File: src/rtl/rcii_pkg.sv
// ----------------------------------------------------------------------------
// rcii_pkg
// Shared types and constants for the rate curve interpolate/integrate core.
// ----------------------------------------------------------------------------
package rcii_pkg;

  localparam int unsigned TBL_AW    = 8;
  localparam int unsigned RATE_W    = 32;
  localparam int unsigned AREA_W    = 35;
  localparam int unsigned SPREAD_W  = 33;
  localparam int unsigned TIME_W    = 19;
  localparam int unsigned IN_DW     = 64;
  localparam int unsigned OUT_DW    = 104;

  localparam logic signed [RATE_W-1:0] ONE_Q24   = 32'sh0100_0000;
  localparam logic [TIME_W-1:0]        FIVE_Q16  = 19'd327680;

  localparam logic KIND_LOAD  = 1'b0;
  localparam logic KIND_QUERY = 1'b1;

  typedef struct packed {
    logic                     we;
    logic                     re;
    logic [TBL_AW-1:0]        waddr;
    logic [TBL_AW-1:0]        raddr;
    logic signed [RATE_W-1:0] wdata;
  } tbl_req_t;

endpackage

File: src/rtl/rcii_table.sv
// ----------------------------------------------------------------------------
// rcii_table
// Curve point memory, one write and one registered read a cycle. Entries not
// yet written read as 1.0.
// ----------------------------------------------------------------------------
module rcii_table #(
  parameter int unsigned DEPTH = 69
) (
  input  logic                             clk_i,
  input  logic                             rst_ni,
  input  rcii_pkg::tbl_req_t               req_i,
  output logic signed [rcii_pkg::RATE_W-1:0] rdata_o
);
  import rcii_pkg::*;

  localparam int unsigned AW = (DEPTH > 1) ? $clog2(DEPTH) : 1;

  logic signed [RATE_W-1:0] mem [DEPTH];
  logic [DEPTH-1:0]         vld_q;
  logic signed [RATE_W-1:0] rdata_q;
  logic                     rvld_q;

  always_ff @(posedge clk_i) begin
    if (req_i.we) begin
      mem[req_i.waddr[AW-1:0]] <= req_i.wdata;
    end
    if (req_i.re) begin
      rdata_q <= mem[req_i.raddr[AW-1:0]];
      rvld_q  <= vld_q[req_i.raddr[AW-1:0]];
    end
  end

  always_ff @(posedge clk_i or negedge rst_ni) begin
    if (!rst_ni) begin
      vld_q <= '0;
    end else if (req_i.we) begin
      vld_q[req_i.waddr[AW-1:0]] <= 1'b1;
    end
  end

  assign rdata_o = rvld_q ? rdata_q : ONE_Q24;

endmodule

File: config.mk
export PLATFORM = sky130hd
export DESIGN_NAME = rcii_table
export DESIGN_NICKNAME = d
export VERILOG_FILES = /design/src/rtl/rcii_pkg.sv /design/src/rtl/rcii_table.sv
export SDC_FILE = /design/constraint.sdc
export NUM_CORES = 2
export LEC_CHECK = 0
export BUFFER_PORTS_ARGS = -buffer_cell sky130_fd_sc_hd__buf_2
export CELL_PAD_IN_SITES_DETAIL_PLACEMENT = 1
export CELL_PAD_IN_SITES_GLOBAL_PLACEMENT = 2
export CORE_ASPECT_RATIO = 0.5
export CORE_MARGIN = 8
export CORE_UTILIZATION = 24
export CTS_CLUSTER_DIAMETER = 200
export DETAILED_ROUTE_END_ITERATION = 12
export GPL_TIMING_DRIVEN = 0
export PLACE_DENSITY_LB_ADDON = 0.1
export SKIP_LAST_GASP = 1
export SLEW_MARGIN = 20
export SYNTH_ARGS = -nofsm -noshare
export SYNTH_HDL_FRONTEND = slang
export SYNTH_SLANG_ARGS = --single-unit
File: constraint.sdc
create_clock -name clk_i -period 2.4 [get_ports clk_i]
set_input_delay 0.48 -clock clk_i [delete_from_list [all_inputs] [get_ports clk_i]]
set_output_delay 0.48 -clock clk_i [all_outputs]
set_load 0.01 [all_outputs]
==> metrics.txt <==
# TYPE chip_impl_metric gauge
chip_impl_metric{name="synth_enable_flop_cells",unit=""} 2241
chip_impl_metric{name="pwr-share-clk",unit="%"} 42.2
chip_impl_info{name="setup_repair_after_global_routing_missed_its_margin",value="yes"} 1
chip_impl_metric{name="clk_path_buf_depth",unit=""} 4
chip_impl_info{name="yosys.area.top_type",value="edfxtp_1"} 1
chip_impl_metric{name="detailed_place_hpwl",unit="mm"} 291.2
chip_impl_metric{name="clk_pin_slew_worst_paths",unit="ps"} 60
chip_impl_info{name="outcome",value="complete, but fails checks"} 1
chip_impl_metric{name="post_synthesis_to_final_layout_area_growth",unit="%"} 25.91
chip_impl_metric{name="average_cell_area_after_synthesis",unit="sq um"} 22.46
chip_impl_metric{name="portBuffers",unit=""} 77
chip_impl_info{name="timing.critical_path.slowest_stage_cell",value="buf_2"} 1
chip_impl_info{name="hold_path.class",value="in -> reg"} 1
chip_impl_metric{name="drcViolationCount",unit=""} 0
chip_impl_metric{name="cts_buffers",unit=""} 241
chip_impl_metric{name="start_util",unit="%"} 24.05
chip_impl_metric{name="syn_area",unit="sq um"} 88840
chip_impl_metric{name="route.detailed.wl_per_inst",unit="um"} 41.85
chip_impl_info{name="regToRegStartpoint",value="mem[47][22]"} 1
chip_impl_metric{name="via_count",unit=""} 47250
chip_impl_metric{name="clock-skew-final",unit="ps"} 66.00
chip_impl_metric{name="power.combinational.fraction",unit="%"} 7.1
chip_impl_info{name="critical_path.startpoint",value="req_i[38]"} 1
chip_impl_metric{name="placedCellCount",unit=""} 9258
chip_impl_info{name="layout_common_cells",value="edfxtp_1 (2241), mux4_2 (524), clkbuf_16 (246), mux2i_1 (212), buf_12 (195)"} 1
chip_impl_metric{name="drt_first_pass_iters",unit=""} 5
chip_impl_metric{name="cp_slowest_stage_delay",unit="ps"} 660
chip_impl_metric{name="maxSlewHeadroom",unit="%"} 33.47
chip_impl_metric{name="vdd.ir_drop.worst",unit="uV"} 578.1
chip_impl_metric{name="finalWeightedCongestion",unit=""} 0.7746
chip_impl_metric{name="place_worst_setup_slack",unit="ps"} -3483
chip_impl_info{name="critical-path-top-delay-family",value="buffers and inverters"} 1
chip_impl_metric{name="grt_max_degree",unit=""} 70
chip_impl_metric{name="remaining_overflow_grt",unit=""} 0
chip_impl_info{name="tritoncts",value="built"} 1
chip_impl_metric{name="ys.warnings.count",unit=""} 0
chip_impl_metric{name="cts_htree_levels",unit=""} 4
chip_impl_info{name="cts_root_buffer",value="clkbuf_16"} 1
chip_impl_metric{name="chipWidth",unit="um"} 876.4
chip_impl_metric{name="final_max_slew_viol_count",unit=""} 0
chip_impl_metric{name="ant_nets",unit=""} 0
chip_impl_metric{name="ioPinCount",unit=""} 84
chip_impl_metric{name="chipHeight",unit="um"} 446.2
chip_impl_info{name="ys.flop_type",value="edfxtp_1"} 1
chip_impl_metric{name="finalWirelength",unit="mm"} 406.7
chip_impl_metric{name="grt_first_pass_wirelength",unit="mm"} 517.7
chip_impl_metric{name="via_per_inst",unit=""} 4.863
chip_impl_info{name="layout.cells.most_common",value="edfxtp_1"} 1
chip_impl_metric{name="final_net_count",unit=""} 4615
chip_impl_metric{name="worst_pin_slew",unit="ps"} 991.9
chip_impl_metric{name="grt_pass1_vias",unit=""} 48200
chip_impl_metric{name="dieArea",unit="sq um"} 391100
chip_impl_info{name="worstHoldStart",value="req_i[1]"} 1
chip_impl_metric{name="number_of_antenna_violations_at_the_first_check_in_global_routing",unit=""} 58
chip_impl_metric{name="netSwitchingPower",unit="mW"} 20.52
chip_impl_metric{name="std_cell_rows",unit=""} 158
chip_impl_info{name="worst_setup_path_start_kind",value="primary input"} 1
chip_impl_metric{name="crit_arrival",unit="ps"} 3190
chip_impl_metric{name="crit_path_time_final",unit="ps"} 2590
chip_impl_metric{name="yosysSeqAreaShare",unit="%"} 77.69
chip_impl_metric{name="pwr-share-seq",unit="%"} 50.7
chip_impl_metric{name="cells_after_synthesis",unit=""} 3955
chip_impl_metric{name="placeableCoreArea",unit="sq um"} 369500
chip_impl_info{name="violations",value="setup timing"} 1
chip_impl_metric{name="worst-path-max-fanout",unit=""} 10
chip_impl_info{name="timing.critical_path.cells",value="clkbuf_1 > nand2b_1 > buf_2 > nor2_1 > a22oi_2 > nand2_2"} 1
chip_impl_metric{name="grt.total_usage",unit="%"} 20.29
chip_impl_metric{name="finalHoldViolations",unit=""} 0
chip_impl_metric{name="p_int",unit="mW"} 67.60
chip_impl_metric{name="fmax",unit="MHz"} 386.1
chip_impl_info{name="ys_top_cells_by_area",value="edfxtp_1 (76%), mux4_2 (13%), mux2i_1 (2.7%), dfrtp_1 (1.9%), mux2_2 (0.65%)"} 1
chip_impl_metric{name="initialDrtViolationCount",unit=""} 6042
chip_impl_metric{name="clock_latency",unit="ps"} 940
chip_impl_metric{name="synth.ff_latch_count",unit=""} 2310
chip_impl_info{name="timing_worst_setup_path_type",value="in -> reg"} 1
chip_impl_metric{name="pleak",unit="nW"} 35.50
chip_impl_metric{name="drive_above_1_share",unit="%"} 36.56
chip_impl_metric{name="setup_slack",unit="ps"} -190.1
chip_impl_metric{name="setup_viol_count_final",unit=""} 40
chip_impl_metric{name="reg2reg_slack",unit="ps"} -90
chip_impl_metric{name="postSynthNetCount",unit=""} 4007
chip_impl_metric{name="synth_top_cell_area_share",unit="%"} 75.75
chip_impl_metric{name="non_filler_cells_in_the_finished_layout",unit=""} 9717
chip_impl_metric{name="power_switching_share",unit="%"} 23.29
chip_impl_metric{name="cts_sinks",unit=""} 2310
chip_impl_metric{name="timing.critical_path.buf_inv",unit=""} 2
chip_impl_metric{name="required",unit="ps"} 3000
chip_impl_metric{name="max-cap-violations",unit=""} 0
chip_impl_metric{name="final.period_utilization",unit="%"} 107.9
chip_impl_info{name="endpoint_kind",value="register"} 1
chip_impl_metric{name="power.density_cell_area",unit="nW/um^2"} 787.8
chip_impl_metric{name="nFillCells",unit=""} 36620
chip_impl_metric{name="ys_types",unit=""} 56
chip_impl_metric{name="postSynth.asyncResetShare",unit="%"} 2.987
==> synth_stat cells, drive strengths merged (35+ instances only) <==
| master | number |
|---|---|
| buf | 147 |
| mux2i | 239 |
| nand2 | 58 |
| nor2 | 104 |
| mux4 | 524 |
| dfrtp | 69 |
| edfxtp | 2241 |
| or2 | 73 |
| o22ai | 63 |
| clkbuf | 61 |
| mux2 | 51 |
| and2 | 35 |
==> routing by layer <==
metal | share of wire [%] | GRT usage [%] | wire length [um] | up-vias
met5 | 0.0049 | 0 | 20 | -
met4 | 2.2 | 4.166 | 8872 | 2
met3 | 5.9 | 3.301 | 24190 | 379
met2 | 46 | 32.85 | 189100 | 1749
met1 | 45 | 28.77 | 184500 | 27150
li1 | - | - | - | 17980
==> state kept, by name (all words and copies together), names as in the netlist <==
| signal | count |
|---|---|
| mem | 2208 |
| rdata_q | 32 |
| rvld_q | 1 |
| vld_q | 69 |
==> what timing repair did <==
| action | CTS | global route |
|---|---|---|
| cloned | 1 | 1 |
| pin swaps | 12 | 12 |
| hold buffers | 3 | 0 |
| hold endpoints to repair | 80 | 0 |
| resized for setup | 405 | 74 |
| endpoints found under the setup margin | 63 | 56 |
| buffers inserted | 12 | 8 |
==> path summary, 6_finish.rpt <==
path                               end  depth (start not counted)
max                        rdata_q[22]                          6
min                         mem[52][1]                          1
max reg2reg                rdata_q[22]                          4
min reg2reg                  vld_q[22]                          1
max in group asynchronous    vld_q[41]                          3
min in group asynchronous    vld_q[33]                          3
==> logic make-up (layout without fill, tap and decap cells) <==
kind of cell           after synthesis  in the layout  synth area share, %
AO/OA/AOI/OAI                      252            252                1.994
other                                0              9                    0
buffers and inverters              209           1002                1.583
multiplexers                       814            814                16.62
AND/OR/NAND/NOR                    370            370                2.111
flip-flops                        2310           2310                77.69
==> worst reg2reg max path: cells and delay by family (launching register included) <==
family,cells,cell delay (ps)
flops,1,370
compound gates,1,550
mux,2,1120
simple gates,1,140
==> power groups by stage <==
stage	Clock [mW]	Combinational, mW	Sequential, mW
5_1_grt	39.4	6.44	44.7
6_report	37.2	6.22	44.7
3_3_place_gp	0	5.42	45.6
2_1_floorplan	0	2.43	45.5
3_5_place_dp	0	5.75	45.6
4_1_cts	38.1	6.19	44.7
==> through the flow <==
step	area (sq um)	power, mW	utilization [%]	setup TNS (ps)	hold WS (ps)
after floorplan	88880	47.95	-	-585500	184.4
after global placement	95470	51.00	25.84	-	445.8
after detailed placement	102100	51.33	27.65	-700570	346.5
after CTS	111400	88.99	30.15	-6331	6.305
after global routing	111800	90.52	30.27	-4862	53.89
final	111900	88.12	30.28	-3404	85.78
==> final cells by class <==
class	count	area, sq um	share of cell area, %
inverter	1	3.754	0.003356
antenna	9	22.52	0.02013
timing repair buffer	368	6910	6.178
tap	4960	6206	5.548
buffer	205	2397	2.143
sequential	2310	69020	61.70
clock buffer	293	6299	5.631
multi-input combinational	1436	19810	17.71
clock inverter	135	1191	1.065
No activity file was read; power rests on OpenSTA's default activity.
